`config.mk`:
```
export PLATFORM = sky130hd
export DESIGN_NAME = kpt_pointer
export DESIGN_NICKNAME = d
export VERILOG_FILES = /design/src/sv/kpt_pkg.sv /design/src/sv/kpt_pointer.sv
export SDC_FILE = /design/constraint.sdc
export NUM_CORES = 1
export LEC_CHECK = 0
export BUFFER_PORTS_ARGS = -buffer_cell sky130_fd_sc_hd__buf_2
export CAP_MARGIN = 20
export CORE_MARGIN = 2
export CORE_UTILIZATION = 25
export CTS_BUF_LIST = sky130_fd_sc_hd__clkbuf_8 sky130_fd_sc_hd__clkbuf_16
export CTS_CLUSTER_DIAMETER = 120
export DETAILED_ROUTE_END_ITERATION = 10
export GPL_TIMING_DRIVEN = 0
export PLACE_DENSITY = 0.54
export SYNTH_ARGS = -nofsm -noshare
export SYNTH_HDL_FRONTEND = slang
export SYNTH_SLANG_ARGS = --single-unit
```
`constraint.sdc`:
```
create_clock -name clk_i -period 4.43 [get_ports clk_i]
set_input_delay 0.6645 -clock clk_i [delete_from_list [all_inputs] [get_ports clk_i]]
set_output_delay 0.6645 -clock clk_i [all_outputs]
set_load 0.01 [all_outputs]
```
`src/sv/kpt_pkg.sv`:
```
`timescale 1ns / 1ps

package kpt_pkg;

  // Default table sizes
  localparam int unsigned KEY_COUNT_DEF    = 512;
  localparam int unsigned BUTTON_COUNT_DEF = 16;

  // Field widths fixed by the request and result formats
  localparam int unsigned ACTION_W = 4;
  localparam int unsigned CODE_W   = 9;
  localparam int unsigned COORD_W  = 16;
  localparam int unsigned COUNT_W  = 8;
  localparam int unsigned SCROLL_W = 24;

  typedef enum logic [ACTION_W-1:0] {
    ACT_KEY_DOWN    = 4'd0,
    ACT_KEY_UP      = 4'd1,
    ACT_BUTTON_DOWN = 4'd2,
    ACT_BUTTON_UP   = 4'd3,
    ACT_MOTION      = 4'd4,
    ACT_WHEEL       = 4'd5,
    ACT_FRAME_CLEAR = 4'd6,
    ACT_READ_KEY    = 4'd7,
    ACT_READ_BUTTON = 4'd8
  } action_e;

  typedef enum logic [1:0] {
    ST_INIT,
    ST_IDLE,
    ST_SWEEP,
    ST_EXEC
  } state_e;

  typedef struct packed {
    logic [ACTION_W-1:0]       action;
    logic [CODE_W-1:0]         code;
    logic signed [COORD_W-1:0] pos_x;
    logic signed [COORD_W-1:0] pos_y;
    logic signed [COORD_W-1:0] rel_x;
    logic signed [COORD_W-1:0] rel_y;
    logic signed [COORD_W-1:0] wheel_x;
    logic signed [COORD_W-1:0] wheel_y;
  } req_t;

  typedef struct packed {
    logic                       entry_down;
    logic [COUNT_W-1:0]         entry_presses;
    logic [COUNT_W-1:0]         entry_releases;
    logic                       code_ignored;
    logic signed [COORD_W-1:0]  pointer_x;
    logic signed [COORD_W-1:0]  pointer_y;
    logic signed [COORD_W-1:0]  pointer_dx;
    logic signed [COORD_W-1:0]  pointer_dy;
    logic signed [SCROLL_W-1:0] scroll_left;
    logic [SCROLL_W-2:0]        scroll_right;
    logic [SCROLL_W-2:0]        scroll_up;
    logic signed [SCROLL_W-1:0] scroll_down;
  } rsp_t;

  // Press and release counters of one table entry
  typedef struct packed {
    logic [COUNT_W-1:0] presses;
    logic [COUNT_W-1:0] releases;
  } entry_cnt_t;

  // Pointer block controls, one strobe per update kind
  typedef struct packed {
    logic load_motion;
    logic add_wheel;
    logic clear_frame;
  } ptr_ctrl_t;

  // Pointer summary
  typedef struct packed {
    logic signed [COORD_W-1:0]  pointer_x;
    logic signed [COORD_W-1:0]  pointer_y;
    logic signed [COORD_W-1:0]  pointer_dx;
    logic signed [COORD_W-1:0]  pointer_dy;
    logic signed [SCROLL_W-1:0] scroll_left;
    logic [SCROLL_W-2:0]        scroll_right;
    logic [SCROLL_W-2:0]        scroll_up;
    logic signed [SCROLL_W-1:0] scroll_down;
  } ptr_sum_t;

endpackage

```
`src/sv/kpt_pointer.sv`:
```
`timescale 1ns / 1ps

// Pointer position, last motion and saturating scroll accumulators.
// sum_o shows the state as it stands after the current strobes.
module kpt_pointer (
  input  logic               clk_i,
  input  logic               rst_ni,
  input  kpt_pkg::ptr_ctrl_t ctrl_i,
  input  kpt_pkg::req_t      item_i,
  output kpt_pkg::ptr_sum_t  sum_o
);

  kpt_pkg::ptr_sum_t sum_q, sum_d;

  logic signed [kpt_pkg::SCROLL_W:0] left_sum, down_sum;
  logic [kpt_pkg::SCROLL_W-1:0]      right_sum, up_sum;
  logic                              wx_neg, wx_pos, wy_neg, wy_pos;

  // Wheel step sign tests
  always_comb begin
    wx_neg = item_i.wheel_x[kpt_pkg::COORD_W-1];
    wy_neg = item_i.wheel_y[kpt_pkg::COORD_W-1];
    wx_pos = !wx_neg && (item_i.wheel_x != '0);
    wy_pos = !wy_neg && (item_i.wheel_y != '0);
  end

  // Raw sums, one bit wider than the accumulators
  always_comb begin
    left_sum  = (kpt_pkg::SCROLL_W+1)'(sum_q.scroll_left)
              + (kpt_pkg::SCROLL_W+1)'(item_i.wheel_x);
    down_sum  = (kpt_pkg::SCROLL_W+1)'(sum_q.scroll_down)
              + (kpt_pkg::SCROLL_W+1)'(item_i.wheel_y);
    right_sum = {1'b0, sum_q.scroll_right}
              + kpt_pkg::SCROLL_W'(item_i.wheel_x[kpt_pkg::COORD_W-2:0]);
    up_sum    = {1'b0, sum_q.scroll_up}
              + kpt_pkg::SCROLL_W'(item_i.wheel_y[kpt_pkg::COORD_W-2:0]);
  end

  // Next state
  always_comb begin
    sum_d = sum_q;
    if (ctrl_i.load_motion) begin
      sum_d.pointer_x  = item_i.pos_x;
      sum_d.pointer_y  = item_i.pos_y;
      sum_d.pointer_dx = item_i.rel_x;
      sum_d.pointer_dy = item_i.rel_y;
    end
    if (ctrl_i.add_wheel) begin
      // negative side saturates when the two top bits disagree
      if (wx_neg) begin
        sum_d.scroll_left = (left_sum[kpt_pkg::SCROLL_W] != left_sum[kpt_pkg::SCROLL_W-1])
                          ? {1'b1, {(kpt_pkg::SCROLL_W-1){1'b0}}}
                          : left_sum[kpt_pkg::SCROLL_W-1:0];
      end else if (wx_pos) begin
        sum_d.scroll_right = right_sum[kpt_pkg::SCROLL_W-1] ? '1
                           : right_sum[kpt_pkg::SCROLL_W-2:0];
      end
      if (wy_pos) begin
        sum_d.scroll_up = up_sum[kpt_pkg::SCROLL_W-1] ? '1
                        : up_sum[kpt_pkg::SCROLL_W-2:0];
      end else if (wy_neg) begin
        sum_d.scroll_down = (down_sum[kpt_pkg::SCROLL_W] != down_sum[kpt_pkg::SCROLL_W-1])
                          ? {1'b1, {(kpt_pkg::SCROLL_W-1){1'b0}}}
                          : down_sum[kpt_pkg::SCROLL_W-1:0];
      end
    end
    if (ctrl_i.clear_frame) begin
      sum_d.pointer_dx   = '0;
      sum_d.pointer_dy   = '0;
      sum_d.scroll_left  = '0;
      sum_d.scroll_right = '0;
      sum_d.scroll_up    = '0;
      sum_d.scroll_down  = '0;
    end
  end

  always_ff @(posedge clk_i or negedge rst_ni) begin
    if (!rst_ni) begin
      sum_q <= '0;
    end else begin
      sum_q <= sum_d;
    end
  end

  assign sum_o = sum_d;

endmodule

```
==> metrics, run 1 <==
DR DRC count 0; area growth from synthesis to layout 35.1%; Setup violations, final 20; wire length per cell 18.1 µm; initial antenna violation count 0; number of flops mapped to enable cells by yosys 0; Starting Density 25.2%; Post-synth top cells dfrtp_1 (158), nor2_1 (102), a21oi_1 (84), ha_1 (80), o21ai_0 (74); Setup Crit Path Kind register to output port; cell area power density 322 nW/µm²; first-pass GRT wire length 52,300 µm; final net count 1,580; Rows 74; post-synthesis sequential area ratio 38.8%; Post-Syn Nets 1,261; Mean Syn Cell Area 9.60 µm²; Max Fclk 210 MHz; Cells after Synth 1,063; GPL Wtd Cong 0.818; asr flop ratio synth 100%; crit share post-route 107%; final hold slack 0.163 ns; CP endpoint sum_o[92]; Clk pin slew, worst setup/hold paths 0.07 ns; cell type with the largest total area after synthesis dfrtp_1; clk sinks 158; final wirelength 34,800 µm; Syn Std Cell Area 10,200 µm²; Critical Path End Type output port; Filler Cell Count 4,233; max reg flops 158; Final Core Density 34.0%; area of the multi-input gates 6540 µm²; grt ovf 0; number of buffers created by CTS 17; CTS tree built; hold_buf cts 0; Worst R2R End sum_q[92]$_DFF_PN0_; clk_lat worst skew 0.45 ns; Top Registers sum_q: 158 flops; HP Class input pin to async pin; Arrival @ worst endpoint 4.09 ns; top_reg_cell synth dfrtp_1; Least-Margin Pin Slew 0.804 ns; die height 206 µm; Via density 4.96; final setup margin -0.328 ns; Lkg Pwr 6.78 nW; Core ar. 40,600 µm²; Total GRT Usage 16.0%; #FFs+latches synth 158; largest cells by area after synthesis dfrtp_1 (39%), ha_1 (9.8%), a21oi_1 (4.1%), nor2_1 (3.8%), o21ai_0 (3.6%); Final Max Slew Viols 0; worst reg-to-reg setup slack 0.83 ns; # IOs 272; worst clock skew 0.00862 ns; synth warn 0; register area 3950 µm²; Synth top area share 38.8%; via count 9,556; Period minus WS final 4.76 ns; violated checks negative setup slack; Detailed Route Iter0 Violations 479; VDD IR max 0.000245 V; RSZ-0062 raised after global routing true; fraction of layout cells with a size suffix above 1 34.1%; First-pass DRT Iterations 5; largest register by flop count sum_q; Worst EP required 3.77 ns; largest net degree at the start of global routing 89; final hold viol count 0; CP Launch Type register; count leader, synth dfrtp_1; CTS root buffer clkbuf_16; vias in the first global route 9,286; full die area 42,400 µm²; residual antenna-violating net count after detailed routing 0; Max-cap violations 0; CTS Buffer Depth 2; max_slew headroom 45.7%; status finished with violations; Power, Total 4.44 mW; Synth cell types 73; H-Tree Depth 4; # port buffers 256; RR Startpoint sum_q[72]$_DFF_PN0_; chip width 206 µm; worst r2r path cells 15; DP HPWL 25,800 µm; crit path from sum_q[72]$_DFF_PN0_; crit path max fanout 4
==> power by group <==
part | switching [mW] | internal (mW)
sequential | 0.0514 | 1.54
combinational | 0.760 | 0.576
clock | 0.662 | 0.843
==> cell usage in the layout (no fill, tap or decap), types with 9 or more instances in the layout <==
cell and count:
dfrtp_1 158, xor2_1 28, and3_1 15, nor2_1 91, inv_1 27, ha_4 9
a22oi_2 11, nand2b_1 9, o21ai_0 57, nor2_2 9, buf_4 40, a211oi_1 12
clkbuf_16 18, ha_1 68, clkbuf_1 31, buf_6 17, nor2b_1 9, a21oi_1 80
o21ai_2 16, mux2i_1 34, mux2_2 32, nand3_1 19, xnor2_1 29, o21a_1 12
a31oi_1 17, buf_2 241, nor3_1 27, a21o_1 43, nand2_1 51
==> through the flow <==
stage	cell area (µm²)	setup TNS (ns)	instances	setup WS, ns
floorplan	10200	-0.0647	1063	-0.0647
global placement	12200	-45.50	1851	-1.05
detailed placement	12200	-34.53	1852	-1.06
CTS	13300	-2.81	1906	-0.294
global route	13800	-8.13	1927	-0.482
finish	13800	-2.02	1928	-0.328
==> how the worst min path moves through the flow <==
stage,to,startpoint,cells after the start
5_1_grt,sum_q[103]$_DFF_PN0_,rst_ni,1
6_report,sum_q[103]$_DFF_PN0_,rst_ni,1
3_3_place_gp,sum_q[154]$_DFF_PN0_,sum_q[154]$_DFF_PN0_,1
2_1_floorplan,sum_q[0]$_DFF_PN0_,rst_ni,0
3_5_place_dp,sum_q[154]$_DFF_PN0_,sum_q[154]$_DFF_PN0_,1
4_1_cts,sum_q[103]$_DFF_PN0_,rst_ni,1
==> final cells by class <==
type                       instances  share of cell area (%)
buffer                            37                    1.27
clock buffer                      18                    3.19
inverter                          28                   0.763
tap                              532                    4.83
timing repair buffer             301                    12.8
sequential                       158                    28.7
clock inverter                    14                    1.04
antenna                            1                  0.0182
multi-input combinational        839                    47.4
==> repair_timing <==
| action | in CTS | in global routing |
|---|---|---|
| setup endpoints to repair | 47 | 46 |
| resized for setup | 100 | 55 |
| pin swaps | 37 | 55 |
| buffers inserted | 21 | 22 |
| gates cloned | 1 | 0 |
==> critical path, stage by stage (launching register included) <==
cell and delay (ns):
dfrtp_1 0.40, ha_1 0.35, o21ai_2 0.20, o21ai_2 0.10, a31oi_1 0.21, o21ai_2 0.09, a311oi_2 0.29, nor3b_2 0.11
o31ai_2 0.26, xnor2_1 0.22, ha_4 0.26, or3_4 0.35, nor3b_4 0.19, nand3_1 0.11, a31o_2 0.26, o311ai_4 0.07
buf_6 0.15
==> metal layers <==
layer	routed length, µm	track usage (%)	vias up
met3	1390	2.65	28
li1	-	-	4615
met5	0	0	-
met2	17200	26.4	234
met1	15700	21.4	4679
met4	544	4.44	0
==> kinds of logic (layout without fill, tap and decap cells) <==
logic type / Yosys count / count (layout) / share of synthesized area (%)
xor+xnor: 58 / 58 / 4.98
other cells: 0 / 1 / 0
compound gates: 347 / 347 / 22.7
fa+ha+maj: 84 / 84 / 10.6
simple gates: 283 / 283 / 13.4
flops: 158 / 158 / 38.8
mux: 67 / 67 / 6.98
buf+inv: 66 / 398 / 2.64
No activity file was read; power rests on OpenSTA's default activity.
==> inputs of run 2 (changes only) <==
Settings changed: PLACE_DENSITY 0.54 to 0.53.
Clock period 4.43 ns to 5.29 ns, I/O delays scaled along.
==> run 2 against run 1 <==
Die area stayed put; largest power group is now clock; clock power is 8% lower; the run now ends clean; non-clock buffer count is 33 lower; hold slack improved by 0.10 ns; global-route usage decreased by 0.54 points; register-to-register slack improved by 0.74 ns; critical path depth increased by 1; clock skew grew 0.0073 ns; worst setup slack gained 0.46 ns; largest cell class unchanged; first-iteration DRC count shrank 11%; final area is 5.2% lower.
==> metrics, run 2 (synthesis gave the netlist of run 1 again) <==
final wirelength 33,400 µm (was 34,800 µm); Total GRT Usage 15.4% (was 16.0%); fin area 13,100 µm² (was 13,800 µm²); clk_lat worst skew 0.45 ns (about the same); grt ovf 0 (unchanged); full die area 42,400 µm² (unchanged); Least-Margin Pin Slew 0.861 ns (was 0.804 ns); largest net degree at the start of global routing 106 (was 89); HP Class input pin to async pin (unchanged); area post-placement 12,200 µm² (about the same); CTS Buffer Depth 2 (unchanged); Power, Total 3.69 mW (was 4.44 mW); Starting Density 25.2% (unchanged); RR Startpoint sum_q[71]$_DFF_PN0_ (was sum_q[72]$_DFF_PN0_); final std cells w/o fill 1,894 (was 1,928); Setup violations, final 0 (was 20); Period minus WS final 5.15 ns; worst reg-to-reg setup slack 1.57 ns (was 0.83 ns); crit path from item_i[17] (was sum_q[72]$_DFF_PN0_); delay of the slowest critical-path stage 0.39 ns (was 0.40 ns); CP Depth 17 (was 16); CP Launch Type input pin (was register); Lkg Pwr 6.51 nW (was 6.78 nW); die height 206 µm (unchanged); cell area power density 283 nW/µm² (was 322 nW/µm²); Max Fclk 194 MHz; Detailed Route Iter0 Violations 428 (was 479); DP HPWL 25,300 µm (was 25,800 µm); diodes inserted 0 (was 1); max reg flops 158 (unchanged); clk sinks 158 (unchanged); initial antenna violation count 0 (unchanged); Worst EP required 4.50 ns (was 3.77 ns); chip width 206 µm (unchanged); Max-cap violations 0 (unchanged); largest register by flop count sum_q (unchanged); final hold viol count 0 (unchanged); most common cell after layout, fill and taps aside buf_2 (unchanged); GPL Wtd Cong 0.831 (was 0.818); CTS root buffer clkbuf_16 (unchanged); VDD IR max 0.000197 V (was 0.000245 V); Core ar. 40,600 µm² (unchanged); WP buf/inv 2 (was 1); DR DRC count 0 (unchanged); Setup Crit Path Kind input pin to output port (was register to output port); CP endpoint sum_o[92] (unchanged); status complete, no violations (was finished with violations); number of buffers created by CTS 17 (unchanged); final net count 1,547 (was 1,580); Slowest cell on crit path or3_4 (was dfrtp_1); Final Max Slew Viols 0 (unchanged); crit path cell chain buf_2 > ha_1 > a211oi_2 > o21ai_2 > a31oi_2 > o21ai_2 > a311oi_2 > nor3b_2 > o31ai_2 > xnor2_2 > ha_4 > or3_4 > nor3b_4 > nand3_1 > a31o_2 > o311ai_1 > buf_2 (was ha_1 > o21ai_2 > o21ai_2 > a31oi_1 > o21ai_2 > a311oi_2 > nor3b_2 > o31ai_2 > xnor2_1 > ha_4 > or3_4 > nor3b_4 > nand3_1 > a31o_2 > o311ai_4 > buf_6); Arrival @ worst endpoint 4.36 ns (was 4.09 ns); Rows 74 (unchanged); Top Registers sum_q: 158 flops (unchanged); wire length per cell 17.6 µm (was 18.1 µm); H-Tree Depth 4 (unchanged); first-pass GRT wire length 50,800 µm (was 52,300 µm); residual antenna-violating net count after detailed routing 0 (unchanged); max_slew headroom 41.8% (was 45.7%); crit path max fanout 7 (was 4); vias in the first global route 9,083 (was 9,286); area growth from synthesis to layout 28.0% (was 35.1%); CP delay by family, top compound AO/OA/AOI/OAI gates (unchanged); # IOs 272 (unchanged); Worst R2R End sum_q[89]$_DFF_PN0_ (was sum_q[92]$_DFF_PN0_); crit share post-route 97.4%; Clk pin slew, worst setup/hold paths 0.06 ns (was 0.07 ns); Critical Path End Type output port (unchanged); Post-Place Cells 1,852 (unchanged); commonest non-fill, non-tap cells in the layout buf_2 (256), dfrtp_1 (158), nor2_1 (101), a21oi_1 (81), ha_1 (75) (was buf_2 (241), dfrtp_1 (158), nor2_1 (91), a21oi_1 (80), ha_1 (68)); Via density 4.91 (was 4.96); fraction of layout cells with a size suffix above 1 27.6% (was 34.1%); worst r2r path cells 14 (was 15); Filler Cell Count 4,282 (was 4,233); CTS tree built (unchanged); hold_buf cts 0 (unchanged); worst clock skew 0.0159 ns (was 0.00862 ns); via count 9,293 (was 9,556); First-pass DRT Iterations 5 (unchanged); # port buffers 256 (unchanged)
## run 2: metal layers
metal	GRT usage, %	wire (µm)	vias up
met5	0	0	-
met4	5.43	855	0
met3	3.52	1580	42
met2	24.4	15700	194
met1	20.6	15200	4521
li1	-	-	4536
## run 2: final cells by class
class	count	area, µm²	share of cell area (%)
Clock inverter	14	198	1.51
Multi-Input combinational cell	839	6140	47.0
Buffer	38	165	1.26
Tap cell	532	666	5.10
Timing Repair Buffer	267	1390	10.7
Sequential cell	158	3950	30.3
Clock buffer	18	439	3.36
Inverter	28	105	0.805
## run 2: power breakdown
part           switching [mW]  total [mW]  internal [mW]
Sequential             0.0390        1.33           1.29
Clock                   0.538        1.38          0.843
Combinational           0.576       0.981          0.406
## run 2: what timing repair did
action / 4_1_cts / 5_1_grt
endpoints found under the setup margin: 27 / 24
buffers inserted: 1 / 9
gates cloned: 0 / 0
resized for setup: 21 / 23
pin swaps: 8 / 20
## run 2: how the worst min path moves through the flow
stage	start	cells past startpoint	slack, ns	to
finish	rst_ni	1	0.26	sum_q[104]$_DFF_PN0_
floorplan	rst_ni	0	0.50	sum_q[0]$_DFF_PN0_
global placement	sum_q[145]$_DFF_PN0_	1	0.48	sum_q[145]$_DFF_PN0_
CTS	rst_ni	1	0.26	sum_q[104]$_DFF_PN0_
global route	rst_ni	1	0.27	sum_q[104]$_DFF_PN0_
detailed placement	sum_q[153]$_DFF_PN0_	1	0.48	sum_q[153]$_DFF_PN0_
## run 2: metrics by stage
step                      hold WS (ns)  TNS, ns  worst slack (ns)  utilization [%]
final                            0.263        0             0.137             32.2
after global routing             0.272  -0.0538           -0.0397             32.2
after CTS                        0.264        0           0.00584             31.8
after detailed placement         0.483    -9.32            -0.549             30.0
after global placement           0.476    -9.61            -0.580             30.0
after floorplan                  0.498        0             0.458                -
